<file path="config.mk">
export PLATFORM = sky130hd
export DESIGN_NAME = bmf_back
export DESIGN_NICKNAME = d
export VERILOG_FILES = /design/src/rtl/bmf_pkg.sv /design/src/rtl/bmf_back.sv
export SDC_FILE = /design/constraint.sdc
export NUM_CORES = 1
export LEC_CHECK = 0
export ABC_AREA = 1
export BUFFER_PORTS_ARGS = -buffer_cell sky130_fd_sc_hd__buf_2
export CAP_MARGIN = 20
export CORE_UTILIZATION = 55
export CTS_CLUSTER_SIZE = 14
export DETAILED_ROUTE_END_ITERATION = 8
export PLACE_DENSITY = 0.72
export SKIP_LAST_GASP = 1
export SLEW_MARGIN = 40
export SYNTH_ARGS = -nofsm -noshare
export SYNTH_HDL_FRONTEND = slang
export SYNTH_SLANG_ARGS = --single-unit
</file>
<file path="constraint.sdc">
create_clock -name i_clk -period 7.74 [get_ports i_clk]
set_input_delay 0 -clock i_clk [delete_from_list [all_inputs] [get_ports i_clk]]
set_output_delay 0 -clock i_clk [all_outputs]
set_load 0.05 [all_outputs]
</file>
<file path="src/rtl/bmf_pkg.sv">
// Shared types and constants of the box mean filter.
`default_nettype none
package bmf_pkg;

    localparam int DEF_MAX_SIDE   = 7;
    localparam int DEF_MAX_COLS   = 4096;
    localparam int DEF_PIXEL_BITS = 16;

    localparam int POS_W       = 12;
    localparam int DIM_W       = 14;
    localparam int HALF_W      = 2;
    localparam int QUEUE_DEPTH = 8;

    localparam int CFG_ADDR_W = 4;
    localparam int CFG_DATA_W = 32;

    // Frame geometry and mode after clamping to the legal ranges
    typedef struct packed {
        logic [DIM_W-1:0]  cols;
        logic [DIM_W-1:0]  rows;
        logic [HALF_W-1:0] half;
        logic              mask_zero;
    } t_bmf_cfg;

    // Position of a window centre and the end-of-frame flag
    typedef struct packed {
        logic [POS_W-1:0] row;
        logic [POS_W-1:0] col;
        logic             last;
    } t_bmf_pos;

endpackage
`default_nettype wire

</file>
<file path="src/rtl/bmf_back.sv">
// Back end: division of the window sum by the window area and the output register.
`default_nettype none
module bmf_back #(
    parameter int MAX_SIDE   = bmf_pkg::DEF_MAX_SIDE,
    parameter int PIXEL_BITS = bmf_pkg::DEF_PIXEL_BITS
) (
    input  wire                                               i_clk,
    input  wire                                               i_rst_n,
    input  wire  [bmf_pkg::HALF_W-1:0]                        i_half,
    input  wire                                               i_item_valid,
    input  wire  [PIXEL_BITS+$clog2(MAX_SIDE*MAX_SIDE)-1:0]    i_wsum,
    input  wire  bmf_pkg::t_bmf_pos                           i_pos,
    output logic                                              o_pop,
    output logic                                              o_out_valid,
    input  wire                                               i_out_stall,
    output logic [PIXEL_BITS-1:0]                             o_mean_value,
    output logic [bmf_pkg::POS_W-1:0]                         o_center_row,
    output logic [bmf_pkg::POS_W-1:0]                         o_center_col,
    output logic                                              o_frame_last
);
    import bmf_pkg::*;

    localparam int WSUM_W  = PIXEL_BITS + $clog2(MAX_SIDE * MAX_SIDE);
    localparam int RSH     = WSUM_W;
    localparam int RECIP_W = RSH + 1;
    localparam int PROD_W  = WSUM_W + RECIP_W;
    localparam int SQ_W    = 6;
    localparam int NUM_H   = 4;
    localparam longint ONE = longint'(1) << RSH;

    // Window areas for half widths 0..3 and their scaled reciprocals
    localparam logic [SQ_W-1:0] AREA [NUM_H] = '{6'd1, 6'd9, 6'd25, 6'd49};
    localparam logic [RECIP_W-1:0] RECIP [NUM_H] = '{
        RECIP_W'(ONE / 1), RECIP_W'(ONE / 9), RECIP_W'(ONE / 25), RECIP_W'(ONE / 49)
    };

    logic                    w_adv;
    logic                    r_b1_valid;
    logic [PROD_W-1:0]       r_b1_prod;
    logic [WSUM_W-1:0]       r_b1_x;
    logic [HALF_W-1:0]       r_b1_half;
    t_bmf_pos                r_b1_pos;

    logic [PIXEL_BITS-1:0]   w_q0;
    logic [PIXEL_BITS+SQ_W-1:0] w_qd;

    logic                    r_b2_valid;
    logic [PIXEL_BITS-1:0]   r_b2_q0;
    logic [WSUM_W-1:0]       r_b2_rem;
    logic [HALF_W-1:0]       r_b2_half;
    t_bmf_pos                r_b2_pos;

    logic                    r_out_valid;
    logic [PIXEL_BITS-1:0]   r_mean;
    t_bmf_pos                r_out_pos;

    // The whole back end moves together whenever the output register can take
    assign w_adv = !r_out_valid || !i_out_stall;
    assign o_pop = w_adv && i_item_valid;

    assign w_q0 = r_b1_prod[RSH +: PIXEL_BITS];
    assign w_qd = w_q0 * AREA[r_b1_half];

    always_ff @(posedge i_clk) begin
        if (!i_rst_n) begin
            r_b1_valid  <= 1'b0;
            r_b2_valid  <= 1'b0;
            r_out_valid <= 1'b0;
        end else if (w_adv) begin
            r_b1_valid  <= i_item_valid;
            r_b2_valid  <= r_b1_valid;
            r_out_valid <= r_b2_valid;
        end
    end

    always_ff @(posedge i_clk) begin
        if (w_adv) begin
            // Quotient estimate, low by at most one
            r_b1_prod <= i_wsum * RECIP[i_half];
            r_b1_x    <= i_wsum;
            r_b1_half <= i_half;
            r_b1_pos  <= i_pos;

            r_b2_q0   <= w_q0;
            r_b2_rem  <= r_b1_x - WSUM_W'(w_qd);
            r_b2_half <= r_b1_half;
            r_b2_pos  <= r_b1_pos;

            // Correct the estimate where the remainder still holds one area
            r_mean    <= (r_b2_rem >= WSUM_W'(AREA[r_b2_half])) ?
                         r_b2_q0 + PIXEL_BITS'(1) : r_b2_q0;
            r_out_pos <= r_b2_pos;
        end
    end

    assign o_out_valid  = r_out_valid;
    assign o_mean_value = r_mean;
    assign o_center_row = r_out_pos.row;
    assign o_center_col = r_out_pos.col;
    assign o_frame_last = r_out_pos.last;

endmodule
`default_nettype wire

</file>
* Word-level counts from Yosys, hierarchy flattened *
Cells that the tools add are included.

storage, ports and cells
  logic and storage cells = 44
  output and inout bits = 43
  bits of input ports = 53
  bits in registers = 196

operators by class
  multipliers = 2
  bitwise logic cells = 3
  add/subtract/negate cells = 2
  mux-type cells = 10
  magnitude comparators = 4
  reduce and logical (&&, ||, !) cells = 4

operators with widths
  cell                                                       count
  binary-select mux 23 bit (select 2 bit)                    1
  two-way mux 23 bit                                         2
  multiplier 22 x 23 -> 38 bit                               1
  binary-select mux 6 bit (select 2 bit)                     2
  two-way mux 6 bit                                          4
  greater-or-equal comparator 22 x 6 -> 1 bit                1
  multiplier 16 x 6 -> 22 bit                                1
  subtractor 22 bit                                          1
  adder 16 x 1 -> 16 bit (second input constant)             1
  two-way mux 16 bit                                         1
  greater-or-equal comparator 3 bit (second input constant)  3
  NOT 2 -> 3 bit                                             3
  logical NOT 1 bit                                          2
  logical AND 1 bit                                          1
  logical OR 1 bit                                           1

* Logic depth before layout (Yosys ltp) *
Gate-level depths: netlist of run 1.

  depth after elaboration = 6
  depth in mapped cells = 34
  gate-level depth less buffers = 31

* Worst setup path before layout of run 1 *
OpenSTA, ideal clock, no wires.

  path type = input to register
  start = input port i_half[1] (netlist bit)
  end = register r_b1_prod[28] (data pin)
  stages on the path = 30
  data required time = 7.488 ns
  path buffers = 3
  data arrival time = 6.310 ns
  slack = 1.177 ns
  library setup time = 0.252 ns
  cells stage by stage = clkbuf_1 > buf_1 > inv_1 > ha_1 > clkinv_1 > clkbuf_1 > nand2_1 > inv_1 > fa_1 > fa_1 > inv_1 > fa_1 > inv_1 > fa_1 > inv_1 > fa_1 > inv_1 > fa_1 > inv_1 > fa_1 > inv_1 > ha_1 > nand2_1 > nor2_1 > inv_1 > nor2_1 > nand3_1 > or2_1 > nand3_1 > nand2_1

on the way
  cells in the longest elaborated chain, start to end = 5

ends and longest elaborated chain
  item                                                    line            RTL
  start, declared                                         bmf_back.sv:9   input wire [bmf_pkg::HALF_W-1:0] i_half,
  NOT 2 -> 3 bit (implied by the code)                    bmf_back.sv:79  r_b1_prod <= i_wsum * RECIP[i_half];
  binary-select mux 23 bit (select 2 bit)                 bmf_back.sv:79
  two-way mux 23 bit (implied by the code) (2 in series)  bmf_back.sv:79
  multiplier 22 x 23 -> 38 bit                            bmf_back.sv:79
  end signal, assigned                                    bmf_back.sv:79
  end, declared                                           bmf_back.sv:39  logic [PROD_W-1:0] r_b1_prod;

Every way passes these cells. The select of a mux whose other input is x is not followed.
A chain may end at the register's enable or synchronous reset.

* Worst setup path in the final report of run 1 *
  start = input port i_half[0] (netlist bit)
  end = register r_b1_prod[33] (data pin)

The elaborated chain is that of the path after synthesis.

==> impl_metrics.csv, run 1 <==
group,metric,value,unit
status,status,"finished, violations left",
status,failed_checks,"design-rule violations",
critical_path,critPathLaunch,"i_half[0]",
routing,drt_pre_antenna_iters,8,
routing,finalWirelength,58000,um
finish,n_fill_cell,3314,
placement,port-buffer-count,95,
critical_path,cp-end-kind,"flop",
synth,synth.area.top_cells,"fa_1, edfxtp_1, ha_1",
critical_path,cp.arrival,7.09,ns
floorplan,num_io_pins,96,
critical_path,cp_max_fo,18,
clock_tree,clkLatencyLatePin,0.46,ns
critical_path,crit_path_top_delay_cell,"clkinv_1",
global_routing,overflow,0,
clock_tree,cts_max_path_buffers,2,
run,drv_cap,0,
global_routing,grt_max_degree,81,
clock_tree,cts_max_level,4,
synth,synth_cells,2382,
sta,maxSlewHeadroom,0.496,
critical_path,ff2ff_setup_slack,2.54,ns
routing,post_drt_wl_per_cell,19.0,um
global_routing,grt_antenna_before_repair,2,
global_routing,grt_pass1_wl,92700,um
routing,drc_errors,4,
synth,synth_nets,3013,
global_routing,grt_pass1_vias,17000,
clock_tree,cts_buffers,17,
sta,fmax,0.146,GHz
sta,setup_violations,0,
finish,synthToLayoutAreaGrowth,9.84,%
clock_tree,cts_resized,0,
placement,hpwl,49000,um
placement,place.gp.congestion,1.00,
floorplan,row_count,72,
hold_path,hp-class,"in -> reg",
floorplan,die_y,201,um
floorplan,start_util,0.562,
routing,drt_iter0_drc,1370,
synth,synth-seq-cells,174,
critical_path,critPathMostFrequentCell,"fa_1",
hold_path,min_from,"i_half[0]",
clock_tree,clock-root-buffer,"clkbuf_16",
sta,skew,0.0177,ns
sta,maxSlewViolCount,0,
sta,tns,0,ns
sta,finalHoldViolCount,0,
routing,num_vias,16000,
floorplan,core,0.0389,mm^2
clock_tree,path_clk_slew,0.09,ns
synth,ys_types,45,
finish,drive_above_1_share,0.0629,
critical_path,cp_num_buf_inv,4,
sta,fin_crit_sh,0.887,
routing,postRouteAntennaNets,0,
floorplan,fp.dieW,201,um
sta,rsz0062_at_grt,"false",
synth,yosysTopAreaCellShare,0.307,
synth,syn_avg_cell_area,9.17,um^2
routing,viasPerCell,5.25,
critical_path,reg2reg_from,"r_b1_half[1]$_DFFE_PN_",
critical_path,start_kind,"primary input",
synth,synth_area_leader_cell,"fa_1",
critical_path,cp.required,7.97,ns
sta,tightestPinTransition,0.756,ns
critical_path,crit_family,"adder cells",
synth,syn-cell-area,0.0219,mm^2
global_routing,grtUsageTotal,0.303,
synth,ys_warn_count,0,
sta,min_period,6.86,ns
critical_path,cpPeakStageDelay,0.58,ns
synth,yosysSeqAreaShare,0.238,
clock_tree,cts_tree,"yes",
clock_tree,clock_sinks,174,
floorplan,dieArea,0.0405,mm^2
critical_path,crit_type,"in -> reg",
finish,nets,3147,
critical_path,path_cells,"buf_2 > inv_1 > ha_1 > clkinv_1 > nand2_1 > fa_1 > fa_1 > fa_1 > inv_1 > fa_1 > fa_1 > fa_1 > fa_1 > ha_1 > a21oi_1 > o21ai_0 > a21oi_1 > nor2_1 > nor3_1 > nand2_1 > nand2_1 > nand2_1",
[Yosys cell counts (all sizes together)]
cell,n
nor4,11
o21bai,14
xnor2,17
or2,4
a211oi,1
nand2,456
fa,335
o31ai,1
a21boi,3
and2,2
inv,723
a31oi,3
a21o,4
nor2,121
clkinv,1
xor2,40
nand3,48
o21a,3
and3,1
nand3b,1
o21ai,40
clkbuf,22
nor3b,1
ha,243
buf,17
nor3,16
nand4,12
edfxtp,171
a21oi,68
dfxtp,3
[worst paths after layout]
| kind | to | cells past startpoint |
|---|---|---|
| setup reg to reg | r_b2_rem[16]$_DFFE_PN_ | 19 |
| hold reg to reg | r_b2_pos[0]$_DFFE_PN_ | 0 |
| setup / recovery | r_b1_prod[33]$_DFFE_PN_ | 22 |
| hold / removal | r_b1_half[0]$_DFFE_PN_ | 1 |
[cells in the final DEF (no fill, tap or decap), drive strengths merged, types with 4 or more instances in the layout]
cell,instances
o21bai,14
a21o,4
inv,733
clkbuf,17
xor2,40
a21oi,68
nor3,16
nor2,121
nand3,48
edfxtp,171
clkinv,6
fa,335
buf,105
dlygate4sd3,49
nand2,456
ha,243
o21ai,40
xnor2,17
nor4,11
or2,4
nand4,12
[final cells by class]
cell class / count / area [um^2] / share of cell area
inverters: 724 / 2720 / 0.113
flip-flops and latches: 174 / 5190 / 0.216
clock buffers: 17 / 425 / 0.0177
well taps: 518 / 648 / 0.0270
repair buffers: 154 / 1040 / 0.0435
clock inverters: 15 / 196 / 0.00818
diodes: 1 / 2.50 / 0.000104
multi-input cells: 1445 / 13800 / 0.574
[repair_timing]
action	4_1_cts	5_1_grt
setup buffers	0	0
hold endpoints to repair	50	0
hold buffers	49	0
[flip-flops by register name, indices dropped and copies added (netlist names)]
signal	cells
r_b1_pos	25
r_b2_pos	25
r_b1_x	22
r_b2_rem	22
o_mean_value	16
r_b1_prod	16
r_b2_q0	16
o_center_col	12
o_center_row	12
r_b1_half	2
r_b2_half	2
o_frame_last	1
o_out_valid	1
r_b1_valid	1
r_b2_valid	1
[layer usage]
layer	vias to the layer above	part of all wire	track usage
met1	7897	0.41	0.409
met5	-	0	0
met4	0	0.034	0.107
met3	105	0.076	0.0488
li1	7373	-	-
met2	624	0.48	0.497
[per-stage QoR]
stage	worst slack [ns]	cells	hold WS (ns)	utilization	area, um^2
after floorplan	1.18	2382	0.0989	-	21900
after global routing	0.543	3047	0.0262	0.617	24000
after global placement	0.658	2966	0.177	0.588	22900
final	0.878	3048	0.0458	0.617	24000
after detailed placement	0.499	2966	0.178	0.588	22900
after CTS	0.985	3047	0.0243	0.617	24000
[cell families (layout without fill, tap and decap cells)]
kind of cell / count (synthesis) / in the layout / synth area share
xor gates and xnor gates: 57 / 57 / 0.0232
AOI/OAI and AO/OA: 137 / 137 / 0.0350
buffers and inverters: 763 / 910 / 0.132
and+or+nand+nor: 673 / 673 / 0.126
other: 0 / 1 / 0
DFF: 174 / 174 / 0.238
adders and majority gates: 578 / 578 / 0.446
Power of run 1 is not shown: default switching activity piles up to over one toggle a cycle in this logic, so the estimate is an artifact.
==> run 2: changes to the inputs <==
==> constraint.sdc (replaced) <==
create_clock -name i_clk -period 7.74 [get_ports i_clk]
set_input_delay 0.387 -clock i_clk [delete_from_list [all_inputs] [get_ports i_clk]]
set_output_delay 0.387 -clock i_clk [all_outputs]
set_load 0.05 [all_outputs]
==> run 2 against run 1 <==
  * The flow now finishes without violations
  * Clock skew down 0.0069 ns
  * Die area unchanged
  * Global-route usage down 0.73 points
  * Setup slack better by 0.0046 ns
  * Critical path type unchanged
  * Non-clock buffer count down 40
  * Design area down 1.9%
  * Via count down 1.3%
  * Sequential cell count unchanged
  * Highest routed layer unchanged
==> impl_metrics.csv, run 2 (same netlist as run 1, synthesis figures left out) <==
group,metric,value,unit
status,status,"completed",
routing,drt_pre_antenna_iters,6,
critical_path,crit_path_top_delay_cell,"fa_1",
critical_path,rr_worst_depth,21,
critical_path,cp.required,7.97,ns
sta,min_period,6.86,ns
finish,layout_common_cells,"inv_1, nand2_1, fa_1",
global_routing,grt_pass1_wl,90600,um
critical_path,reg2reg_from,"r_b1_half[1]$_DFFE_PN_",
floorplan,core,0.0389,mm^2
global_routing,grt_pass1_vias,16600,
clock_tree,cts_max_path_buffers,2,
routing,finalWirelength,56800,um
clock_tree,clkLatencyLatePin,0.46,ns
routing,postRouteAntennaNets,0,
critical_path,critPathMostFrequentCell,"inv_1",
floorplan,die_y,201,um
placement,hpwl,48600,um
routing,drt_iter0_drc,1420,
critical_path,crit_type,"in -> reg",
finish,synthToLayoutAreaGrowth,7.81,%
clock_tree,cts_max_level,4,
clock_tree,clock_sinks,174,
critical_path,r2r-end,"r_b2_rem[16]$_DFFE_PN_",
sta,hold_slack,0.104,ns
sta,fmax,0.146,GHz
routing,post_drt_wl_per_cell,18.9,um
placement,dp.cells,2975,
sta,skew,0.0107,ns
global_routing,grt_antenna_before_repair,3,
finish,layoutNonFillerInstCount,3008,
routing,num_vias,15800,
placement,port-buffer-count,95,
critical_path,cp_max_fo,11,
placement,place.gp.congestion,1.06,
clock_tree,cts_resized,0,
run,drv_cap,0,
clock_tree,clock-root-buffer,"clkbuf_16",
finish,utilization,0.605,
critical_path,cp-end-kind,"flop",
critical_path,cp.arrival,7.09,ns
clock_tree,cts_tree,"yes",
routing,viasPerCell,5.25,
critical_path,cpPeakStageDelay,0.54,ns
sta,rsz0062_at_grt,"false",
floorplan,fp.dieW,201,um
hold_path,min_to,"r_b1_pos[3]$_DFFE_PN_",
global_routing,overflow,0,
sta,setup_violations,0,
floorplan,row_count,72,
sta,tns,0,ns
hold_path,min_from,"i_pos[3]",
floorplan,dieArea,0.0405,mm^2
hold_path,hp-class,"in -> reg",
sta,maxSlewHeadroom,0.428,
floorplan,num_io_pins,96,
sta,fin_crit_sh,0.886,
finish,nets,3107,
critical_path,start_kind,"primary input",
global_routing,grt_max_degree,85,
clock_tree,postCtsHoldBufs,0,
global_routing,grtUsageTotal,0.296,
floorplan,start_util,0.562,
sta,tightestPinTransition,0.858,ns
hold_path,holdPathStages,1,
clock_tree,cts_buffers,17,
clock_tree,path_clk_slew,0.08,ns
sta,finalHoldViolCount,0,
clock_tree,cts_setup_buffers,0,
critical_path,ff2ff_setup_slack,2.50,ns
finish,final_common_cell,"inv_1",
sta,maxSlewViolCount,0,
finish,largestRegisters,"r_b1_pos: 25 flops, r_b2_pos: 25 flops",
routing,drc_errors,0,
finish,drive_above_1_share,0.0663,
[run 2: changes by cell type in the layout (fill, tap and decap cells not counted), sizes merged]
cell,change
dlygate4sd3,-49
buf,+9
inv,-3
clkinv,+2
bufinv,+1
[run 2: through the flow]
| stage | setup slack (ns) | cell area [um^2] |
|---|---|---|
| finish | 0.883 | 23600 |
| global route | 0.580 | 23600 |
| CTS | 0.991 | 23600 |
| detailed placement | 0.567 | 23000 |
| global placement | 0.617 | 23000 |
| floorplan | 0.790 | 21900 |
[run 2: final cells by class]
type / count / area [um^2]
multi-input combinational: 1445 / 13800
sequential: 174 / 5190
timing repair buffer: 114 / 626
antenna: 1 / 2.50
clock inverter: 15 / 174
inverter: 724 / 2720
clock buffer: 17 / 425
tap: 518 / 648
fill: 3437 / 15400
[run 2: metal layers]
metal  up-vias  share of wire  global-route usage
met5         -              0                   0
met4         0          0.048               0.138
met3       113          0.080              0.0492
met2       659           0.46               0.463
met1      7732           0.41               0.404
li1       7290              -                   -
[run 2: worst max-delay path by stage]
| stage | start | endpoint | slack [ns] | cells after the start |
|---|---|---|---|---|
| CTS | i_half[0] | r_b1_prod[37]$_DFFE_PN_ | 0.99 | 30 |
| floorplan | i_half[1] | r_b1_prod[28]$_DFFE_PN_ | 0.79 | 30 |
| detailed placement | i_half[0] | r_b1_prod[37]$_DFFE_PN_ | 0.57 | 30 |
| global route | i_half[0] | r_b1_prod[37]$_DFFE_PN_ | 0.58 | 30 |
| finish | i_half[0] | r_b1_prod[23]$_DFFE_PN_ | 0.88 | 30 |
| global placement | i_half[1] | r_b1_prod[27]$_DFFE_PN_ | 0.62 | 25 |
[run 2: worst max-delay path: cells and delay by family]
family / cells / cell delay, ns
xor gates and xnor gates: 1 / 0.35
adders and majority gates: 9 / 4.21
and+or+nand+nor: 8 / 0.82
buffers and inverters: 12 / 1.30
Power of run 2 is left out for the same reason.
