`config.mk`:
```
export PLATFORM = sky130hd
export DESIGN_NAME = bmf_queue
export DESIGN_NICKNAME = d
export VERILOG_FILES = /design/src/rtl/bmf_queue.sv
export SDC_FILE = /design/constraint.sdc
export NUM_CORES = 1
export LEC_CHECK = 0
export BUFFER_PORTS_ARGS = -buffer_cell sky130_fd_sc_hd__buf_2
export CORE_UTILIZATION = 45
export CTS_CLUSTER_SIZE = 28
export DETAILED_ROUTE_END_ITERATION = 10
export SLEW_MARGIN = 20
export SYNTH_ARGS = -nofsm -noshare
export SYNTH_HDL_FRONTEND = slang
export SYNTH_SLANG_ARGS = --single-unit
```
`constraint.sdc`:
```
create_clock -name i_clk -period 4 [get_ports i_clk]
set_input_delay 0.4 -clock i_clk [delete_from_list [all_inputs] [get_ports i_clk]]
set_output_delay 0.4 -clock i_clk [all_outputs]
set_load 0.01 [all_outputs]
```
`src/rtl/bmf_queue.sv`:
```
// Short FIFO between the window front end and the divider back end.
`default_nettype none
module bmf_queue #(
    parameter int DATA_W = 8,
    parameter int DEPTH  = 8
) (
    input  wire               i_clk,
    input  wire               i_rst_n,
    input  wire               i_push,
    input  wire  [DATA_W-1:0] i_data,
    input  wire               i_pop,
    output logic [DATA_W-1:0] o_data,
    output logic              o_empty
);
    localparam int PTR_W = $clog2(DEPTH);
    localparam int CNT_W = $clog2(DEPTH + 1);

    logic [DATA_W-1:0] r_entry [DEPTH];
    logic [PTR_W-1:0]  r_wr;
    logic [PTR_W-1:0]  r_rd;
    logic [CNT_W-1:0]  r_count;
    logic [CNT_W-1:0]  n_count;

    assign o_data  = r_entry[r_rd];
    assign o_empty = (r_count == '0);

    always_comb begin
        n_count = r_count;
        if (i_push && !i_pop) begin
            n_count = r_count + CNT_W'(1);
        end else if (!i_push && i_pop) begin
            n_count = r_count - CNT_W'(1);
        end
    end

    always_ff @(posedge i_clk) begin
        if (i_push) begin
            r_entry[r_wr] <= i_data;
        end
    end

    always_ff @(posedge i_clk) begin
        if (!i_rst_n) begin
            r_wr    <= '0;
            r_rd    <= '0;
            r_count <= '0;
        end else begin
            if (i_push) begin
                r_wr <= (r_wr == PTR_W'(DEPTH - 1)) ? '0 : r_wr + PTR_W'(1);
            end
            if (i_pop) begin
                r_rd <= (r_rd == PTR_W'(DEPTH - 1)) ? '0 : r_rd + PTR_W'(1);
            end
            r_count <= n_count;
        end
    end

endmodule
`default_nettype wire

```
After elaboration in Yosys (flattened, before gate mapping)

Memory sizes are Yosys's and may differ from the RTL's. A register that Yosys moved wholly into a read port is not among the register bits.
Cells that the tools add are included.

Multiply operators: 0
Bitwise gates (word level): 0
Shifts and indexed selects: 0
Reduce and logical (&&, ||, !) cells: 6
Equal/unequal tests: 2
Div/mod/pow operators: 0
Magnitude comparators: 0
Add/sub/neg operators: 4
Multiplexer cells: 8

Operators by type and width:

| kind                                             | count |
|---|---|
| 2-to-1 mux 3 bit                                 | 4 |
| 2-to-1 mux 4 bit                                 | 2 |
| adder 3 x 1 -> 3 bit, second input constant      | 2 |
| == test 3 bit, second input constant             | 2 |
| adder 4 x 1 -> 4 bit, second input constant      | 1 |
| zero test 4 bit                                  | 1 |
| subtractor 4 x 1 -> 4 bit, second input constant | 1 |
| logical AND 1 bit                                | 2 |
| zero test 1 bit                                  | 2 |
| 2-to-1 mux 1 bit                                 | 2 |
| nonzero test 2 bit                               | 1 |

Word-level logic and storage cells: 24
Output and inout bits: 9
Bits in read-only memories: 0
Memories kept: 1
Bits in writable memories: 64
Register bits: 10
Bits in latches: 0
Bits of input ports: 12

Memories:

| memory  | depth | bits a word | read ports | clocked after memory_dff | wr ports | line | RTL |
|---|---|---|---|---|---|---|---|
| r_entry | 8     | 8           | 1          | 1                        | 1        | 18   | `logic [DATA_W-1:0] r_entry [DEPTH];` |

Logic depth before layout (Yosys ltp)

Gate-level depths: netlist of the first run.

Depth after elaboration: 4
Depth in mapped cells: 8
Gate-level depth less buffers: 8

Worst setup path before layout of the first run

OpenSTA, ideal clock, no wires.

Path kind: register to output
Start point: reg with a tool-made name
End point: out o_data[1]
Path slack: 2,219 ps
Cell stages (with the launch flop): 5
Arrival time: 1,381 ps
Data required time: 3,600 ps
Path through: dfxtp_1 -> buf_6 -> buf_12 -> mux4_1 -> mux2_2

RTL lines:

| what      | line | RTL |
|---|---|---|
| to (decl) | 12   | `output logic [DATA_W-1:0] o_data,` |

==> results.rst, run 1 <==
.. list-table::
   :header-rows: 1

   * - Metric
     - Value
   * - Part of the total power dissipated in combinational logic
     - 8.6%
   * - Final hold slack
     - approximately 0.32 ns
   * - Achievable Freq
     - 362 MHz
   * - Max_cap viols
     - 0
   * - Gate count after technology mapping
     - 162
   * - Maximum number of pins on one net before global-route repair
     - 17
   * - Leakage
     - between 1 and 1.5 nW
   * - Chip Width
     - 85.3 µm
   * - Post-DR wirelength/cell
     - approximately 19 µm
   * - Number of levels the H-tree was split into
     - 3
   * - Fraction of final layout cells sized beyond drive strength 1
     - roughly a quarter
   * - Arrival time at the worst endpoint
     - 2.37 ns
   * - Area of the mapped netlist
     - 3120 µm²
   * - Global-route usage over all layers
     - 15.9%
   * - Number of buffers added by the clock tree synthesis step
     - 9
   * - Number of nets in the layout
     - 206
   * - Cell-by-cell trace of the critical path
     - mux4_1 > mux2_2 > buf_2
   * - Worst r2r dst
     - r_entry[2][5]
   * - Final core area utilization
     - 53.1%
   * - Yosys cell types
     - 27
   * - Ports
     - 21
   * - Portion of the clock cycle consumed by the worst path in the final layout
     - 69.2%
   * - Mean instance size in the synthesized netlist
     - a little under 20 µm²
   * - Proportion of total power due to net switching
     - 23.1%
   * - Clk sink count
     - 77
   * - Critical Path Sink Type
     - output pin
   * - Maximum buffer depth of the clock tree
     - 2
   * - Aggregate negative setup slack
     - 0 ns
   * - Internal
     - 1.23 mW
   * - Antenna Diode Count
     - 0
   * - Max transition margin
     - 35.0%
   * - EDFF count, synth
     - 64
   * - Worst-Skew Late Latency
     - around 0.34 ns
   * - Reg-to-reg setup timing slack
     - 2.30 ns
   * - Routed wire length
     - approximately 5100 µm
   * - Initial DRT Pass Iterations
     - 4
   * - Setup-violating endpoint count in the final report
     - 0
   * - Initial standard-cell utilization of the core
     - 47.8%
   * - Buffers added on ports
     - 20
   * - Detailed Route Iter0 Violations
     - 52
   * - Type of the most critical hold path
     - in2reg
   * - Number of pins exceeding their max-slew limit in the final report
     - 0
   * - Number of global-route vias before repair
     - 1518
   * - Origin of the critical flop-to-flop path
     - r_wr[0]
   * - Main synth FF type
     - sky130_fd_sc_hd__edfxtp_1
   * - Overall die area
     - about 7300 µm²
   * - Fill cells
     - 531
   * - Total gr overflow
     - 0
   * - Height of the chip
     - 85.3 µm
   * - Number of nets with antenna violations after routing
     - 0
   * - Worst-case setup slack after placement
     - 1.55 ns
   * - Number of hold-slack violations in the final timing report
     - 0
   * - CTS tree
     - done
   * - Worst clock skew
     - 0.00457 ns
   * - Number of setup buffers added after CTS
     - 0
   * - Peak ir drop on the vdd network
     - 0.000206 V
   * - Total of hold buffers inserted after clock tree synthesis
     - 0
   * - Fraction of post-synthesis cell area in the top cell type by area
     - 61.6%
   * - Sequential-to-total area share from yosys stat
     - 69.9%
   * - Net Count, Synth
     - 182
   * - Ratio of total power to cell area
     - 462 nW/µm²
   * - Async set-reset flop share out of synthesis
     - 0%
   * - Via count
     - 1479
   * - Largest stage delay on the critical path
     - 0.94 ns
   * - Sum of net half-perimeters after detailed placement
     - approximately 3200 µm
   * - Core region area
     - 6530 µm²
   * - Clock tree root buffer cell
     - sky130_fd_sc_hd__clkbuf_8
   * - CTS clk-pin slew, worst paths
     - 0.08 ns
   * - Setup repair after global routing missed its margin
     - false
   * - Worst Setup EP
     - o_data[1]
   * - Global-route wire length before repair
     - 8110 µm
   * - Post-synthesis register bit count
     - 77
   * - Worst-case reg-to-reg path depth
     - 2
   * - Average via count per standard cell
     - about 5.5
   * - Routability-driven placement congestion ratio
     - between 0.7 and 0.8
   * - Layout overhead on the synthesized area
     - 11.1%
   * - Clock network power share
     - 34.0%
   * - Worst-case setup margin in the final layout
     - between 1 and 1.5 ns
   * - Sw Pwr
     - about 0.37 mW
   * - Main area contributors after synthesis
     - sky130_fd_sc_hd__edfxtp_1, sky130_fd_sc_hd__mux4_1, sky130_fd_sc_hd__dfxtp_1, sky130_fd_sc_hd__mux2_2, sky130_fd_sc_hd__ha_1
   * - Critical path fanouts, max
     - 16
   * - Minimum period implied by the final worst setup slack
     - 2.77 ns
   * - Number of instances resized during post-cts repair
     - 0
   * - Cell type with the largest total area after synthesis
     - sky130_fd_sc_hd__edfxtp_1
   * - Total of warnings raised by yosys
     - 0
   * - Startpoint type of the worst setup path
     - flip-flop
   * - Start-to-end type of the worst setup path
     - reg2out
   * - Run status
     - complete, no violations
   * - Worst-margin pin slew
     - 0.972 ns
   * - Data required, critical path
     - 3.60 ns
   * - Master of the slowest instance on the critical path
     - sky130_fd_sc_hd__dfxtp_1
   * - Standard-cell row count
     - 29
   * - Number of antenna violations at the first check in global routing
     - 0
   * - Drc violations
     - 0
   * - Register share of total power
     - 57.4%
## kinds of logic (layout without fill, tap and decap cells)
group	Yosys count	count (layout)	share of synthesized area [%]
fa+ha+maj	8	8	3.45
simple gates	30	30	4.97
xor+xnor	2	2	0.561
compound gates	6	6	1.08
buf+inv	9	38	1.88
mux	30	30	18.2
flops	77	77	69.9
## power groups by stage
stage | Combinational [mW] | Sequential [mW] | Clock (mW)
floorplan | 0.107 | 0.923 | 0
global placement | 0.131 | 0.936 | 0
detailed placement | 0.139 | 0.938 | 0
CTS | 0.140 | 0.920 | 0.560
global route | 0.153 | 0.923 | 0.591
finish | 0.137 | 0.919 | 0.544
## worst min-delay path by stage
stage	from	endpoint	slack (ns)	cells past startpoint
floorplan	r_count[3]	r_count[3]	0.45	2
global placement	r_count[3]	r_count[3]	0.45	2
detailed placement	r_count[3]	r_count[3]	0.48	2
CTS	i_data[7]	r_entry[4][7]	0.30	1
global route	i_data[7]	r_entry[7][7]	0.31	1
finish	i_data[7]	r_entry[4][7]	0.32	1
## metrics by stage
step / area [µm²] / instances / total power [mW]
floorplan: 3120 / 162 / 1.03
global placement: 3280 / 252 / 1.07
detailed placement: 3280 / 252 / 1.08
CTS: 3470 / 268 / 1.62
global route: 3470 / 268 / 1.67
finish: 3470 / 268 / 1.60
## area by class of cell
| class | instances | area [µm²] | area share, % |
|---|---|---|---|
| multi-input combinational | 76 | 891 | 25.7 |
| inverter | 2 | 7.51 | 0.217 |
| timing repair buffer | 20 | 100 | 2.89 |
| clock inverter | 6 | 41.3 | 1.19 |
| sequential | 77 | 2180 | 62.9 |
| tap | 77 | 96.3 | 2.78 |
| clock buffer | 10 | 149 | 4.29 |
## synth_stat cells (all sizes together), types with 3 or more instances
cell type and instances:
nor2b 6, nand2b 5, mux2i 6, buf 4
ha 7, mux2 8, and2 3, mux4 16
nand2 4, clkbuf 3, nor3 3, edfxtp 64
nor2 7, dfxtp 13
## state kept, by name, indices dropped and copies added, names as in the netlist, named ones only
| register | flops |
|---|---|
| r_count | 4 |
| r_entry | 64 |
| r_rd | 3 |
| r_wr | 3 |
## worst max-delay path: cells and delay by family (launching register included)
family,cells,cell delay [ns]
buffers and inverters,1,0.13
DFF,1,0.94
muxes,2,0.93
## layout by cell type, fill, tap and decap left out, drive strengths merged, types with 5 or more instances in the layout
cell	count
dfxtp	13
ha	7
clkbuf	10
edfxtp	64
nand2b	5
mux2	8
nor2	7
inv	5
buf	20
mux4	16
nor2b	6
mux2i	6
## metal layers
metal  track usage (%)  vias to the layer above  share of wire, %
met2              24.6                       42                48
met1              20.4                      725                45
met3              3.79                       13               4.8
li1                  -                      699                 -
met5                 0                        -                 0
met4              9.55                        0               2.3
No activity file was read; power rests on OpenSTA's default activity.
==> inputs of run 2 (changes only) <==
- ABC_AREA: not set -> 1
- clock period: 4 -> 2.25 ns (I/O delays scaled with it)
==> run 2 against run 1 <==
Final area rose by 6.5%. Utilization rose by 0.67 points. Combinational power rose to 2.6 times the previous value. Non-clock buffer count rose by 12. Sequential power rose by 77%. Final cell count rose by 61%. First-iteration DRC count rose by 140%. Worst setup slack got worse by 0.92 ns. Sequential share of layout area fell by 3.8 points. Synthesized cell count rose by 85%. Critical path type unchanged. Critical endpoint is now o_data[2]. Largest power group unchanged.
==> results.rst, run 2 <==
.. list-table::
   :header-rows: 1

   * - Metric
     - Value
   * - Run status
     - complete, no violations
   * - Maximum number of pins on one net before global-route repair
     - 33
   * - Post-synthesis register bit count
     - 77
   * - Number of buffers added by the clock tree synthesis step
     - 9
   * - Async set-reset flop share out of synthesis
     - 0%
   * - Critical path fanouts, max
     - 16
   * - Achievable Freq
     - between 500 and 600 MHz
   * - Reg-to-reg setup timing slack
     - 0.75 ns
   * - Flip-flop count of the largest register after layout
     - 64
   * - Setup repair after global routing missed its margin
     - false
   * - Startpoint type of the worst setup path
     - flip-flop
   * - Area of the mapped netlist
     - 3230 µm²
   * - Chip Width
     - 86.7 µm
   * - Arrival time at the worst endpoint
     - between 1.5 and 2 ns
   * - Number of antenna violations at the first check in global routing
     - 0
   * - Ratio of total power to cell area
     - 868 nW/µm²
   * - Initial DRT Pass Iterations
     - 4
   * - Compound-Gate Fraction of Synth Area
     - around 6.7%
   * - Most common cell type on the critical path
     - sky130_fd_sc_hd__nand2_1
   * - Origin of the critical flop-to-flop path
     - r_wr[0]
   * - Routability-driven placement congestion ratio
     - 0.786
   * - Data required, critical path
     - a little over 2 ns
   * - Peak ir drop on the vdd network
     - approximately 0.00053 V
   * - Type of the most critical hold path
     - in2reg
   * - Sequential-to-total area share from yosys stat
     - 67.5%
   * - Net Count, Synth
     - 319
   * - Largest register by flop count
     - r_entry
   * - Number of levels the H-tree was split into
     - 3
   * - Aggregate negative setup slack
     - 0 ns
   * - Combinational family with the most area after synthesis
     - simple AND/OR/NAND/NOR gates
   * - Critical Path Sink Type
     - output pin
   * - Buffers added on ports
     - 20
   * - Portion of the clock cycle consumed by the worst path in the final layout
     - 85.9%
   * - Layout overhead on the synthesized area
     - 14.3%
   * - Post-DR wirelength/cell
     - 14.3 µm
   * - Total gr overflow
     - 0
   * - Cell-by-cell trace of the critical path
     - inv_4 > nor2_1 > o21ai_1 > nand2_1 > nand2_1 > nand2_1 > buf_2
   * - Via count
     - 2083
   * - Clock tree root buffer cell
     - sky130_fd_sc_hd__clkbuf_8
   * - Worst-case reg-to-reg path depth
     - 3
   * - Number of nets in the layout
     - about 350
   * - Total of hold buffers inserted after clock tree synthesis
     - 0
   * - Master of the slowest instance on the critical path
     - sky130_fd_sc_hd__dfxtp_1
   * - Average via count per standard cell
     - 4.83
   * - Start-to-end type of the worst setup path
     - reg2out
   * - Routed wire length
     - 6140 µm
   * - WHS Endpoint
     - r_entry[6][3]
   * - Hold Path Depth
     - 1
   * - Max transition margin
     - 63.7%
   * - Main area contributors after synthesis
     - sky130_fd_sc_hd__edfxtp_1, sky130_fd_sc_hd__nor2_1, sky130_fd_sc_hd__dfxtp_1, sky130_fd_sc_hd__nand2_1, sky130_fd_sc_hd__o21ai_1
   * - Highest-count cells in the layout ignoring fill and taps
     - sky130_fd_sc_hd__nor2_1, sky130_fd_sc_hd__edfxtp_1, sky130_fd_sc_hd__nand2_1
   * - Worst clock skew
     - 0.00678 ns
   * - Commonest cells in the netlist
     - sky130_fd_sc_hd__nor2_1, sky130_fd_sc_hd__edfxtp_1, sky130_fd_sc_hd__nand2_1
   * - Worst-margin pin slew
     - 0.542 ns
   * - Standard-cell row count
     - 30
   * - Number of nets with antenna violations after routing
     - 0
   * - Gate count after technology mapping
     - 299
   * - EDFF count, synth
     - 64
   * - Total of warnings raised by yosys
     - 0
   * - Antenna Diode Count
     - 0
   * - Largest stage delay on the critical path
     - 0.62 ns
   * - Yosys cell types
     - 19
   * - CTS tree
     - done
   * - Height of the chip
     - 86.7 µm
   * - Synthesized-area fraction occupied by and/or/nand/nor cells
     - 17.1%
   * - Number of setup buffers added after CTS
     - 0
   * - Clk sink count
     - 77
   * - Fill cells
     - 598
   * - Cell type with the largest total area after synthesis
     - sky130_fd_sc_hd__edfxtp_1
   * - Fraction of final layout cells sized beyond drive strength 1
     - between 10% and 20%
   * - Main synth FF type
     - sky130_fd_sc_hd__edfxtp_1
   * - Post-synthesis xor/xnor area fraction
     - 0.542%
   * - Setup-violating endpoint count in the final report
     - 0
   * - Fraction of post-synthesis cell area in the top cell type by area
     - 59.5%
   * - Drc violations
     - 0
   * - Worst-Skew Late Latency
     - 0.34 ns
   * - Mean instance size in the synthesized netlist
     - 10.8 µm²
   * - Number of instances resized during post-cts repair
     - 0
   * - Sum of net half-perimeters after detailed placement
     - 3910 µm
   * - Max_cap viols
     - 0
   * - Adder and majority gate portion of the synthesized area
     - 3.33%
   * - Global-route wire length before repair
     - between 9000 and 10000 µm
   * - Leakage
     - 1.48 nW
   * - Most used standard cell by instance count after synthesis
     - sky130_fd_sc_hd__nor2_1
   * - Core region area
     - approximately 6900 µm²
   * - Number of hold-slack violations in the final timing report
     - 0
   * - Final core area utilization
     - 53.8%
   * - Worst r2r dst
     - r_entry[3][4]
   * - Initial standard-cell utilization of the core
     - a little under half
   * - Global-route usage over all layers
     - a little under a fifth
   * - Number of global-route vias before repair
     - 1979
   * - Registers with the most flip-flops
     - r_entry x64, r_count x4
   * - CTS clk-pin slew, worst paths
     - roughly 0.080 ns
   * - Hold path start
     - i_data[3]
   * - Most common library cell in the layout ignoring fill and taps
     - sky130_fd_sc_hd__nor2_1
   * - Maximum buffer depth of the clock tree
     - 2
   * - Number of pins exceeding their max-slew limit in the final report
     - 0
   * - Ports
     - 21
   * - Portion of netlist area occupied by mux cells
     - 0%
   * - Detailed Route Iter0 Violations
     - 123
   * - Minimum period implied by the final worst setup slack
     - 1.93 ns
   * - Overall die area
     - 7520 µm²
run 2: cell families after synthesis:
group / count (synthesis)
buffers and inverters: 25
adder cells (fa/ha/maj): 8
flip-flops: 77
AND/OR/NAND/NOR: 144
AO/OA/AOI/OAI: 43
XOR/XNOR: 2
run 2: area by class of cell:
type	instances	area [µm²]	area share, %
Inverter	14	57.6	1.56
Sequential cell	77	2180	59.1
Multi-Input combinational cell	197	893	24.2
Clock inverter	6	113	3.05
Clock buffer	9	124	3.35
Tap cell	96	120	3.25
Timing Repair Buffer	32	203	5.49
run 2: power breakdown:
| part | internal [mW] | switching (mW) |
|---|---|---|
| Clock | 0.732 | 0.485 |
| Combinational | 0.135 | 0.221 |
| Sequential | 1.60 | 0.0363 |
| Total | 2.46 | 0.742 |
run 2: worst max-delay path: cells and delay by family, from the launching register on:
family | cells | cell delay (ns)
AO/OA/AOI/OAI | 1 | 0.06
AND/OR/NAND/NOR | 4 | 0.35
buffers and inverters | 2 | 0.31
flip-flops | 1 | 0.62
run 2: layer usage:
metal	up-vias	wire (µm)	track usage, %
met3	4	293	6.10
li1	1064	-	-
met1	968	2940	23.7
met4	0	71	9.09
met5	-	0	0
met2	47	2840	29.4
run 2: how the worst max path moves through the flow:
stage,startpoint,end,depth (start not counted)
floorplan,i_pop,r_count[3],9
global placement,i_pop,r_count[3],10
finish,flip-flop,o_data[2],7
detailed placement,i_pop,r_count[3],10
global route,flip-flop,o_data[0],7
CTS,flip-flop,o_data[6],7
run 2: through the flow:
step	hold slack, ns	total power, mW	worst slack (ns)	instance area [µm²]	instances
3_3_place_gp	0.492	2.02	0.581	3460	416
3_5_place_dp	0.494	2.03	0.537	3460	416
2_1_floorplan	0.324	1.91	0.761	3230	299
6_report	0.143	3.21	0.317	3690	431
4_1_cts	0.113	3.24	0.240	3690	431
5_1_grt	0.118	3.37	0.134	3690	431
==> inputs of run 3 (changes only) <==
- ABC_AREA: 1 -> not set
==> run 3 against run 2 <==
Sequential share of layout area rose by 1.8 points. Die area fell by 3.3%. Sequential power barely moved. Non-clock buffer count fell by 1. Clock skew barely moved. Global-route usage fell by 2.4 points. Wire length fell by 14%. Via count fell by 27%. Flip-flop and latch count did not move. Final area fell by 2.9%. Power fell by 3.9%. Largest power group unchanged.
==> results.rst, run 3 (synthesized netlist as in run 1, its figures left out) <==
.. list-table::
   :header-rows: 1

   * - Metric
     - Value
   * - Run status
     - complete, no violations
   * - Clock tree root buffer cell
     - sky130_fd_sc_hd__clkbuf_8
   * - Height of the chip
     - 85.3 µm
   * - Final design instance area without fill
     - between 3000 and 4000 µm²
   * - Worst clock skew
     - 0.00643 ns
   * - DRT met1 WL
     - ~2300 µm
   * - Number of levels the H-tree was split into
     - 3
   * - Max transition margin
     - between 60% and 70%
   * - Peak ir drop on the vdd network
     - 0.000528 V
   * - Fin cells
     - 279
   * - Total of hold buffers inserted after clock tree synthesis
     - 0
   * - Data required, critical path
     - 2.03 ns
   * - Critical Path Sink Type
     - output pin
   * - Number of pins exceeding their max-slew limit in the final report
     - 0
   * - Startpoint type of the worst setup path
     - flip-flop
   * - Critical path fanouts, max
     - 16
   * - Clk sink count
     - 77
   * - Placed cell count
     - 263
   * - Layout overhead on the synthesized area
     - 14.8%
   * - Post-DR wirelength/cell
     - 18.9 µm
   * - Hold path start
     - i_data[2]
   * - Standard-cell row count
     - 29
   * - Most common library cell in the layout ignoring fill and taps
     - sky130_fd_sc_hd__edfxtp_1
   * - Via count
     - between 1500 and 2000
   * - Total length of routed met2 wires
     - between 2000 and 3000 µm
   * - Number of setup buffers added after CTS
     - 0
   * - Highest-count cells in the layout ignoring fill and taps
     - sky130_fd_sc_hd__edfxtp_1, sky130_fd_sc_hd__buf_2, sky130_fd_sc_hd__mux4_1
   * - Worst r2r dst
     - r_entry[4][6]
   * - CTS tree
     - done
   * - Setup-violating endpoint count in the final report
     - 0
   * - Number of nets in the layout
     - between 200 and 250
   * - Max_cap viols
     - 0
   * - Minimum period implied by the final worst setup slack
     - 2.10 ns
   * - Number of global-route vias before repair
     - approximately 1600
   * - Largest register by flop count
     - r_entry
   * - Setup repair after global routing missed its margin
     - false
   * - Aggregate negative setup slack
     - 0 ns
   * - Flip-flop count of the largest register after layout
     - 64
   * - Routed wire length
     - 5270 µm
   * - Detailed Route Iter0 Violations
     - 62
   * - Worst-margin pin slew
     - 0.479 ns
   * - Worst-case reg-to-reg path depth
     - 3
   * - Worst-Skew Late Latency
     - 0.33 ns
   * - Fraction of final layout cells sized beyond drive strength 1
     - between 20% and 30%
   * - Leakage
     - 1.28 nW
   * - Placement Cell Area
     - 3350 µm²
   * - Initial DRT Pass Iterations
     - 4
   * - Total gr overflow
     - 0
   * - Routability-driven placement congestion ratio
     - 0.766
   * - Type of the most critical hold path
     - in2reg
   * - Highest Signal Layer
     - met4
   * - Number of hold-slack violations in the final timing report
     - 0
   * - Start-to-end type of the worst setup path
     - reg2out
   * - Drc violations
     - 0
   * - Portion of the clock cycle consumed by the worst path in the final layout
     - between 90% and 100%
   * - Total Power
     - between 3 and 4 mW
   * - Number of antenna violations at the first check in global routing
     - 0
   * - CTS clk-pin slew, worst paths
     - 0.07 ns
   * - Buffers added on ports
     - 20
   * - Maximum number of pins on one net before global-route repair
     - 17
   * - Sum of net half-perimeters after detailed placement
     - 3530 µm
   * - Reg-to-reg setup timing slack
     - 0.75 ns
   * - Initial standard-cell utilization of the core
     - 47.8%
   * - Origin of the critical flop-to-flop path
     - r_wr[0]
   * - Average via count per standard cell
     - 5.44
   * - Global-route wire length before repair
     - 8340 µm
   * - Hold Path Depth
     - 1
   * - WHS Endpoint
     - r_entry[4][2]
   * - Ports
     - 21
   * - Number of nets with antenna violations after routing
     - 0
   * - Core region area
     - 6530 µm²
   * - Antenna Diode Count
     - 0
   * - Chip Width
     - 85.3 µm
   * - Achievable Freq
     - approximately 480 MHz
   * - Overall die area
     - slightly above 7000 µm²
   * - Maximum buffer depth of the clock tree
     - 2
   * - Routed met3 length
     - 149 µm
   * - Ratio of total power to cell area
     - 859 nW/µm²
   * - Global-route usage over all layers
     - between 10% and 20%
   * - Number of buffers added by the clock tree synthesis step
     - 9
   * - Registers with the most flip-flops
     - r_entry x64, r_count x4
   * - Arrival time at the worst endpoint
     - 1.88 ns
-- run 3: cell count changes in the layout (fill, tap and decap cells not counted), sizes merged, moves of 6 or more --
cell	delta
nor2	-77
nand2	-49
o21ai	-36
mux4	+16
inv	-12
mux2	+8
mux2i	+6
nor2b	+6
-- run 3: layout make-up --
cell class	count	area (µm²)
fillers	528	2950
repair buffers	31	186
well taps	77	96.3
clock buffers	11	131
clock inverters	5	98.8
multi-input cells	76	881
flip-flops and latches	77	2180
inverters	2	7.51
-- run 3: where the power goes --
part	internal [mW]	leakage (nW)	switching, mW
Sequential	1.59	0.688	0.0276
Combinational	0.139	0.480	0.133
Clock	0.733	0.115	0.457
Total	2.46	1.28	0.618
-- run 3: routing by layer --
metal	track usage, %	vias to the layer above
met5	0	-
met3	5.06	7
met4	6.82	0
met2	26.6	18
li1	-	719
met1	20.7	773
-- run 3: critical path: stages (launching register included) --
cell	delay [ns]
sky130_fd_sc_hd__dfxtp_1	0.33
sky130_fd_sc_hd__buf_6	0.21
sky130_fd_sc_hd__mux4_1	0.60
sky130_fd_sc_hd__mux2_2	0.27
sky130_fd_sc_hd__buf_2	0.14
-- run 3: per-stage QoR --
stage | hold slack (ns) | setup WS (ns) | utilization (%)
3_5_place_dp | 0.483 | 0.390 | 51.3
4_1_cts | 0.141 | 0.0598 | 54.8
2_1_floorplan | 0.324 | 0.644 | -
5_1_grt | 0.142 | 0.0415 | 54.9
6_report | 0.150 | 0.145 | 54.9
3_3_place_gp | 0.454 | 0.450 | 51.3
-- run 3: repair_timing --
item,CTS,global route
endpoints found under the hold margin,0,0
resized for setup,0,1
setup endpoints to repair,0,2
-- run 3: how the worst max path moves through the flow --
stage | start | to | slack [ns]
2_1_floorplan | flip-flop | o_data[1] | 0.64
3_3_place_gp | flip-flop | o_data[0] | 0.45
3_5_place_dp | i_pop | r_count[3] | 0.39
4_1_cts | flip-flop | o_data[0] | 0.06
5_1_grt | flip-flop | o_data[7] | 0.04
6_report | flip-flop | o_data[0] | 0.15
